`src/hdl/deq_pkg.sv`:
```
// Package for the double-ended queue: request, response and command types,
// request codes and status codes. No dependencies.
package deq_pkg;

    localparam logic [1:0] REQ_PUSH_BACK  = 2'd0;
    localparam logic [1:0] REQ_POP_BACK   = 2'd1;
    localparam logic [1:0] REQ_PUSH_FRONT = 2'd2;
    localparam logic [1:0] REQ_POP_FRONT  = 2'd3;

    localparam logic [1:0] STS_DONE       = 2'd0;
    localparam logic [1:0] STS_EMPTY      = 2'd1;
    localparam logic [1:0] STS_FULL       = 2'd2;

    typedef struct packed {
        logic [1:0]  req_type;
        logic [31:0] push_value;
    } deq_req_t;

    typedef struct packed {
        logic [31:0] pop_value;
        logic [1:0]  status;
        logic [4:0]  occupancy;
    } deq_rsp_t;

    typedef struct packed {
        logic capture;
        logic execute;
    } deq_cmd_t;

endpackage

```
`src/hdl/deq_ctrl.sv`:
```
// Controller for the double-ended queue: sequences capture, execute and
// response of one request. Depends on deq_pkg.
module deq_ctrl
    import deq_pkg::*;
(
    input  logic     aclk,
    input  logic     aresetn,
    input  logic     s_valid,
    output logic     s_ready,
    output logic     m_valid,
    input  logic     m_ready,
    output deq_cmd_t cmd
);

    typedef enum logic [1:0] {
        ST_IDLE,
        ST_EXEC,
        ST_RESP
    } state_t;

    state_t state_reg;

    always_ff @(posedge aclk) begin
        if (!aresetn) begin
            state_reg <= ST_IDLE;
        end else begin
            unique case (state_reg)
                ST_IDLE: begin
                    if (s_valid) begin
                        state_reg <= ST_EXEC;
                    end
                end
                ST_EXEC: begin
                    state_reg <= ST_RESP;
                end
                ST_RESP: begin
                    if (m_ready) begin
                        state_reg <= ST_IDLE;
                    end
                end
                default: begin
                    state_reg <= ST_IDLE;
                end
            endcase
        end
    end

    assign s_ready     = (state_reg == ST_IDLE);
    assign m_valid     = (state_reg == ST_RESP);
    assign cmd.capture = s_ready && s_valid;
    assign cmd.execute = (state_reg == ST_EXEC);

endmodule

```
`src/hdl/deq_dpath.sv`:
```
// Datapath for the double-ended queue: request register, ring pointers,
// entry count, entry memory and response registers. Depends on deq_pkg.
module deq_dpath
    import deq_pkg::*;
#(
    parameter int CAPACITY   = 16,
    parameter int VALUE_BITS = 32
) (
    input  logic     aclk,
    input  logic     aresetn,
    input  deq_cmd_t cmd,
    input  deq_req_t s_req,
    output deq_rsp_t m_rsp
);

    localparam int PW = (CAPACITY > 2) ? $clog2(CAPACITY) : 1;
    localparam int CW = $clog2(CAPACITY + 1);
    localparam int SB = (VALUE_BITS < 32) ? VALUE_BITS : 32;
    localparam logic [PW-1:0] PTR_LAST = PW'(CAPACITY - 1);
    localparam logic [CW-1:0] CNT_FULL = CW'(CAPACITY);

    logic [SB-1:0] mem [CAPACITY];

    deq_req_t      req_reg;
    logic [PW-1:0] front_reg;
    logic [PW-1:0] front_next;
    logic [PW-1:0] back_reg;
    logic [PW-1:0] back_next;
    logic [CW-1:0] count_reg;
    logic [CW-1:0] count_next;
    logic [1:0]    status_reg;
    logic [1:0]    status_next;
    logic          pop_ok_reg;
    logic          pop_ok_next;
    logic [SB-1:0] rd_data_reg;

    logic [PW-1:0] front_inc;
    logic [PW-1:0] front_dec;
    logic [PW-1:0] back_inc;
    logic [PW-1:0] back_dec;
    logic [PW-1:0] mem_addr;
    logic          mem_we;
    logic          mem_re;
    logic          is_empty;
    logic          is_full;

    assign front_inc = (front_reg == PTR_LAST) ? '0 : front_reg + PW'(1);
    assign front_dec = (front_reg == '0) ? PTR_LAST : front_reg - PW'(1);
    assign back_inc  = (back_reg == PTR_LAST) ? '0 : back_reg + PW'(1);
    assign back_dec  = (back_reg == '0) ? PTR_LAST : back_reg - PW'(1);
    assign is_empty  = (count_reg == '0);
    assign is_full   = (count_reg == CNT_FULL);

    always_comb begin
        front_next  = front_reg;
        back_next   = back_reg;
        count_next  = count_reg;
        status_next = STS_DONE;
        pop_ok_next = 1'b0;
        mem_addr    = back_reg;
        mem_we      = 1'b0;
        mem_re      = 1'b0;
        unique case (req_reg.req_type)
            REQ_PUSH_BACK: begin
                mem_addr = back_reg;
                if (is_full) begin
                    status_next = STS_FULL;
                end else begin
                    mem_we     = 1'b1;
                    back_next  = back_inc;
                    count_next = count_reg + CW'(1);
                end
            end
            REQ_POP_BACK: begin
                mem_addr = back_dec;
                if (is_empty) begin
                    status_next = STS_EMPTY;
                end else begin
                    mem_re      = 1'b1;
                    pop_ok_next = 1'b1;
                    back_next   = back_dec;
                    count_next  = count_reg - CW'(1);
                end
            end
            REQ_PUSH_FRONT: begin
                mem_addr = front_dec;
                if (is_full) begin
                    status_next = STS_FULL;
                end else begin
                    mem_we     = 1'b1;
                    front_next = front_dec;
                    count_next = count_reg + CW'(1);
                end
            end
            REQ_POP_FRONT: begin
                mem_addr = front_reg;
                if (is_empty) begin
                    status_next = STS_EMPTY;
                end else begin
                    mem_re      = 1'b1;
                    pop_ok_next = 1'b1;
                    front_next  = front_inc;
                    count_next  = count_reg - CW'(1);
                end
            end
            default: begin
                mem_addr = back_reg;
            end
        endcase
    end

    always_ff @(posedge aclk) begin
        if (cmd.capture) begin
            req_reg <= s_req;
        end
        if (cmd.execute) begin
            status_reg <= status_next;
        end
    end

    always_ff @(posedge aclk) begin
        if (!aresetn) begin
            front_reg  <= '0;
            back_reg   <= '0;
            count_reg  <= '0;
            pop_ok_reg <= 1'b0;
        end else if (cmd.execute) begin
            front_reg  <= front_next;
            back_reg   <= back_next;
            count_reg  <= count_next;
            pop_ok_reg <= pop_ok_next;
        end
    end

    // single-port entry store, registered read
    always_ff @(posedge aclk) begin
        if (cmd.execute && mem_we) begin
            mem[mem_addr] <= req_reg.push_value[SB-1:0];
        end
        if (cmd.execute && mem_re) begin
            rd_data_reg <= mem[mem_addr];
        end
    end

    assign m_rsp.pop_value = pop_ok_reg ? 32'(rd_data_reg) : 32'd0;
    assign m_rsp.status    = status_reg;
    assign m_rsp.occupancy = 5'(count_reg);

endmodule

```
`src/hdl/double_ended_queue.sv`:
```
// Top level of the double-ended queue: joins controller and datapath.
// Depends on deq_pkg, deq_ctrl and deq_dpath.
//
// Fixed-capacity double-ended queue kept as a ring of CAPACITY entries of
// VALUE_BITS bits (at most 32 are kept). Each request pushes or pops at the
// back or the front and yields one response carrying the popped value (zero
// unless a pop succeeds), a status (done, pop on empty, push on full) and the
// occupancy afterwards. Error requests leave the queue unchanged. One request
// is handled at a time: it is taken in the idle state, executed against the
// single-port entry memory in the execute state, and its response is offered
// in the response state until accepted; only then is a new request taken.
module double_ended_queue
    import deq_pkg::*;
#(
    parameter int CAPACITY   = 16,
    parameter int VALUE_BITS = 32
) (
    input  logic     aclk,
    input  logic     aresetn,
    input  logic     s_valid,
    output logic     s_ready,
    input  deq_req_t s_req,
    output logic     m_valid,
    input  logic     m_ready,
    output deq_rsp_t m_rsp
);

    deq_cmd_t cmd;

    deq_ctrl u_ctrl (
        .aclk    (aclk),
        .aresetn (aresetn),
        .s_valid (s_valid),
        .s_ready (s_ready),
        .m_valid (m_valid),
        .m_ready (m_ready),
        .cmd     (cmd)
    );

    deq_dpath #(
        .CAPACITY   (CAPACITY),
        .VALUE_BITS (VALUE_BITS)
    ) u_dpath (
        .aclk    (aclk),
        .aresetn (aresetn),
        .cmd     (cmd),
        .s_req   (s_req),
        .m_rsp   (m_rsp)
    );

endmodule

```
`config.mk`:
```
export PLATFORM = sky130hd
export DESIGN_NAME = double_ended_queue
export DESIGN_NICKNAME = d
export VERILOG_FILES = /design/src/hdl/deq_pkg.sv /design/src/hdl/deq_ctrl.sv /design/src/hdl/deq_dpath.sv /design/src/hdl/double_ended_queue.sv
export SDC_FILE = /design/constraint.sdc
export NUM_CORES = 1
export LEC_CHECK = 0
export ABC_AREA = 1
export BUFFER_PORTS_ARGS = -buffer_cell sky130_fd_sc_hd__buf_2
export CORE_MARGIN = 3
export CORE_UTILIZATION = 40
export CTS_BUF_LIST = sky130_fd_sc_hd__clkbuf_16
export DETAILED_ROUTE_END_ITERATION = 8
export GPL_TIMING_DRIVEN = 0
export PLACE_DENSITY = 0.66
export SYNTH_ARGS = -nofsm -noshare
export SYNTH_HDL_FRONTEND = slang
export SYNTH_SLANG_ARGS = --single-unit
```
`constraint.sdc`:
```
create_clock -name aclk -period 4.3 [get_ports aclk]
set_input_delay 0.645 -clock aclk [delete_from_list [all_inputs] [get_ports aclk]]
set_output_delay 0.645 -clock aclk [all_outputs]
set_load 0.02 [all_outputs]
```
==> results.yml, run 1 <==
final_layout:
  drive_gt1_frac: 0.119
  syn2layout_area_growth_pct: 16.2
  nets: 2639
  diodes: 0
  largest_register_ffs: 512
  final_cell_mix: "nand2_1, edfxtp_1, nand3_1, buf_2, inv_1"
  final_common_cell: "nand2_1"
  num-fill-cells: 5610
timing:
  final-hold-violation-count: 0
  relSlewSlack: 0.421
  rsz0062_at_grt: "false"
  fin_tns_setup_ps: 0
  fmax_mhz: 258
  fin_crit_ps: 3880
  setup_viol: 0
  tightest_slew_ps: 868
  skew_ps: 21.6
  period_share: 0.903
  maxSlewViolCount: 0
  hold_ws_ps: 213
global_route:
  first_global_vias: 17400
  gr-total-overflow: 0
  grt_max_degree: 21
  track_usage: 0.202
  antenna_found_initial: 0
  grt_pass1_wl_mm: 102
worst_hold_path:
  min_path_type: "input pin to flip-flop"
route:
  wire_per_inst_um: 19.3
  vias: 17600
  drtPass1Iterations: 6
  ant_nets: 0
  drc: 0
  drt_iter0_markers: 1736
  postRouteWirelength_mm: 67.3
  avgViaCountPerCell: 5.05
clocking:
  clk_latency_ps: 610
  cts-htree-levels: 3
  numCtsBuffers: 66
  cts_resized: 0
  cts_tree: "done"
  clock_path_buffers: 3
  ctsRootBufferMaster: "clkbuf_16"
  cts.hold.buffers_added: 0
  clk_pin_slew_ps: 60
  clkSinkCount: 596
  postCtsSetupBuffers: 0
placed_design:
  io_buffers: 78
  dpl.hpwl_mm: 45.1
  gp_congestion: 0.847
floorplanning:
  die_x_um: 258
  ios: 79
  die_y_um: 258
  num_rows: 91
  die_area_um2: 66400
  start_util: 0.408
  core_um2: 62200
pwr:
  leakagePower_nw: 12.4
  powerDensity_nw_per_um2: 459
  vdd.ir_drop.worst_v: 0.000301
  total_power_w: 0.0135
critical_path:
  worstPathRequired_ps: 4590
  cp-start-kind: "flip-flop"
  criticalPathCategory: "flip-flop to flip-flop"
  cp_max_fo: 17
  end_kind: "flip-flop"
  crit_arrival_ps: 4170
  rrSetupSlack_ps: 420
synthesis:
  yosysWarnings: 0
  syn_inst: 2426
  synthTopCellsByArea: "edfxtp_1, nand2_1, nand3_1"
  synth.distinct_cells: 32
  ys_seq_area_frac: 0.700
  yosys.area.top_type: "edfxtp_1"
  ys_ff_latch: 596
  syn_nets: 2472
  yosysTopAreaCellShare: 0.687
  synth_area_per_cell_um2: 10.4
  syn_area_um2: 25300
flow_run:
  drv_cap: 0
outcome:
  status: "finished clean"
cells in the mapped netlist, drive strengths merged:
library cell,instances
nand2,1195
edfxtp,580
nand3,280
inv,121
buf,113
nor2,35
clkbuf,19
a21oi,18
dfxtp,16
o21ai,15
clkinv,9
ha,7
xor2,6
or2,3
nor4,2
xnor2,2
a211oi,1
fa,1
nor3,1
o211ai,1
o21bai,1
cell families after synthesis:
kind of cell | synth area share
compound gates | 0.00756
fa+ha+maj | 0.00425
simple gates | 0.240
flops | 0.700
xor+xnor | 0.00277
buf+inv | 0.0455
per-layer routing:
metal  track usage  wire (um)  up-vias
met5             0          0        -
met4        0.0883       2680        0
met3        0.0339       4980      163
met2         0.337      32400      687
met1         0.260      27200     8382
li1              -          -     8364
worst max-delay path: stages (launching register included):
cell      delay [ps]
edfxtp_1         450
buf_4            210
nor2_2           200
inv_1             90
o21ai_2          420
buf_2            420
buf_2            360
nand3_1          400
nor2_4           750
buf_16           240
where the power goes:
| group | total, W | switching, W | internal [W] |
|---|---|---|---|
| Combinational | 0.00152 | 0.00109 | 0.000425 |
| Sequential | 0.00660 | 0.000110 | 0.00649 |
| Clock | 0.00540 | 0.00226 | 0.00315 |
per-stage QoR:
stage	utilization	instance area, um^2	setup slack (ps)	cells
after global routing	0.474	29500	194	3481
after detailed placement	0.441	27400	493	3362
after global placement	0.431	26800	-2190	3341
after floorplan	-	25300	799	2426
final	0.474	29500	418	3481
after CTS	0.474	29500	470	3481
layout make-up:
class,count,area [um^2],share of cell area
repair buffers,99,877,0.0298
inverters,130,488,0.0166
flip-flops and latches,596,17700,0.602
multi-input cells,1568,6570,0.223
clock inverters,48,290,0.00986
plain buffers,132,664,0.0226
clock buffers,71,1780,0.0603
well taps,837,1050,0.0356
worst paths after layout:
path / startpoint / endpoint / cells past startpoint
worst max-delay path: u_dpath.req_reg[32]$_DFFE_PP_ / u_dpath.mem[9][21]$_DFFE_PP_ / 9
worst max register to register: u_dpath.req_reg[32]$_DFFE_PP_ / u_dpath.mem[9][21]$_DFFE_PP_ / 9
worst min register to register: u_ctrl.state_reg[0]$_SDFFE_PN0P_ / u_ctrl.state_reg[0]$_SDFFE_PN0P_ / 1
worst min-delay path: s_req[18] / u_dpath.req_reg[18]$_DFFE_PP_ / 1
Power figures use the tool's default switching activity.
==> run 2: changes to the inputs <==
==> constraint.sdc (replaced) <==
create_clock -name aclk -period 4.3 [get_ports aclk]
set_input_delay 0.215 -clock aclk [delete_from_list [all_inputs] [get_ports aclk]]
set_output_delay 0.215 -clock aclk [all_outputs]
set_load 0.02 [all_outputs]
==> results.yml, run 2 (synthesis results as in run 1) <==
outcome:
  status: "finished clean"
placed_design:
  io_buffers: 78
  dpl_cell_area_um2: 27400
  dpl.hpwl_mm: 45.1
  gp_congestion: 0.847
critical_path:
  end_kind: "flip-flop"
  criticalPathCategory: "flip-flop to flip-flop"
  worstPathRequired_ps: 4590
  cp-start-kind: "flip-flop"
  cp_max_fo: 17
  crit_arrival_ps: 4170
worst_hold_path:
  min_path_type: "input pin to flip-flop"
clocking:
  postCtsSetupBuffers: 0
  clkSinkCount: 596
  clock_path_buffers: 3
  cts_tree: "done"
  clk_latency_ps: 600
  cts_resized: 0
  cts-htree-levels: 3
  numCtsBuffers: 66
  clk_pin_slew_ps: 60
  ctsRootBufferMaster: "clkbuf_16"
flow_run:
  drv_cap: 0
final_layout:
  drive_gt1_frac: 0.117
  register_area_um2: 17700
  multi_input_area_um2: 6570
  nets: 2677
  final_common_cell: "nand2_1"
  largest_register_ffs: 512
  num-fill-cells: 5583
  final_cell_mix: "nand2_1, edfxtp_1, nand3_1, buf_2, inv_1"
  syn2layout_area_growth_pct: 17.7
  final_area_um2: 29800
  diodes: 0
route:
  drt_iter0_markers: 1626
  ant_nets: 0
  avgViaCountPerCell: 5.06
  drc: 0
  postRouteWirelength_mm: 67.4
  vias: 17800
  drtPass1Iterations: 5
  wire_per_inst_um: 19.2
floorplanning:
  die_y_um: 258
  die_x_um: 258
  start_util: 0.408
  num_rows: 91
  core_um2: 62200
  die_area_um2: 66400
  ios: 79
timing:
  fin_crit_ps: 3880
  maxSlewViolCount: 0
  final-hold-violation-count: 0
  fin_tns_setup_ps: 0
  fmax_mhz: 258
  hold_ws_ps: 316
  setup_viol: 0
  period_share: 0.902
  tightest_slew_ps: 877
  relSlewSlack: 0.416
  rsz0062_at_grt: "false"
  skew_ps: 20.2
global_route:
  grt_pass1_wl_mm: 102
  antenna_found_initial: 0
  grt_max_degree: 21
  first_global_vias: 17500
  gr-total-overflow: 0
  track_usage: 0.203
pwr:
  total_power_w: 0.0135
  vdd.ir_drop.worst_v: 0.000298
  powerDensity_nw_per_um2: 454
  leakagePower_nw: 12.6
-- run 2: where the power goes --
part           switching (W)  total (W)  internal, W
clock network        0.00225    0.00540      0.00315
logic                0.00110    0.00154     0.000447
registers           0.000111    0.00660      0.00649
-- run 2: metrics by stage --
step	setup slack [ps]	instances	util
after floorplan	799	2426	-
after global placement	-1810	3341	0.431
after detailed placement	493	3362	0.441
after CTS	470	3519	0.480
after global routing	194	3519	0.480
final	421	3519	0.480
-- run 2: area by class of cell --
class / count / area share
sequential: 596 / 0.595
multi-input combinational: 1568 / 0.220
clock buffer: 71 / 0.0596
timing repair buffer: 137 / 0.0421
tap: 837 / 0.0351
buffer: 132 / 0.0223
inverter: 130 / 0.0164
clock inverter: 48 / 0.00973
-- run 2: critical path, cell delays in order (launching register included) --
cell and delay [ps]:
edfxtp_1 450, buf_4 210, nor2_2 200, inv_1 90
o21ai_2 420, buf_2 420, buf_2 350, nand3_1 400
nor2_4 750, buf_16 240
-- run 2: timing repair --
action | in CTS | in global routing
hold endpoints to repair | 40 | 0
hold buffers | 38 | 0
endpoints found under the setup margin | 0 | 0
-- run 2: final timing paths --
path                            depth (start not counted)                         startpoint                                end  slack (ps)
worst max-delay path                                    9      u_dpath.req_reg[32]$_DFFE_PP_       u_dpath.mem[9][21]$_DFFE_PP_         420
worst min-delay path                                    2                          s_req[21]      u_dpath.req_reg[21]$_DFFE_PP_         320
worst max register to register                          9      u_dpath.req_reg[32]$_DFFE_PP_       u_dpath.mem[9][21]$_DFFE_PP_         420
worst min register to register                          1  u_dpath.count_reg[0]$_SDFFE_PN0P_  u_dpath.count_reg[0]$_SDFFE_PN0P_         530
-- run 2: metal layers --
layer	GRT usage	part of all wire	wire length, um
met1	0.261	0.40	27300
met2	0.339	0.48	32500
met3	0.0341	0.076	5110
met4	0.0883	0.039	2610
met5	0	0	0
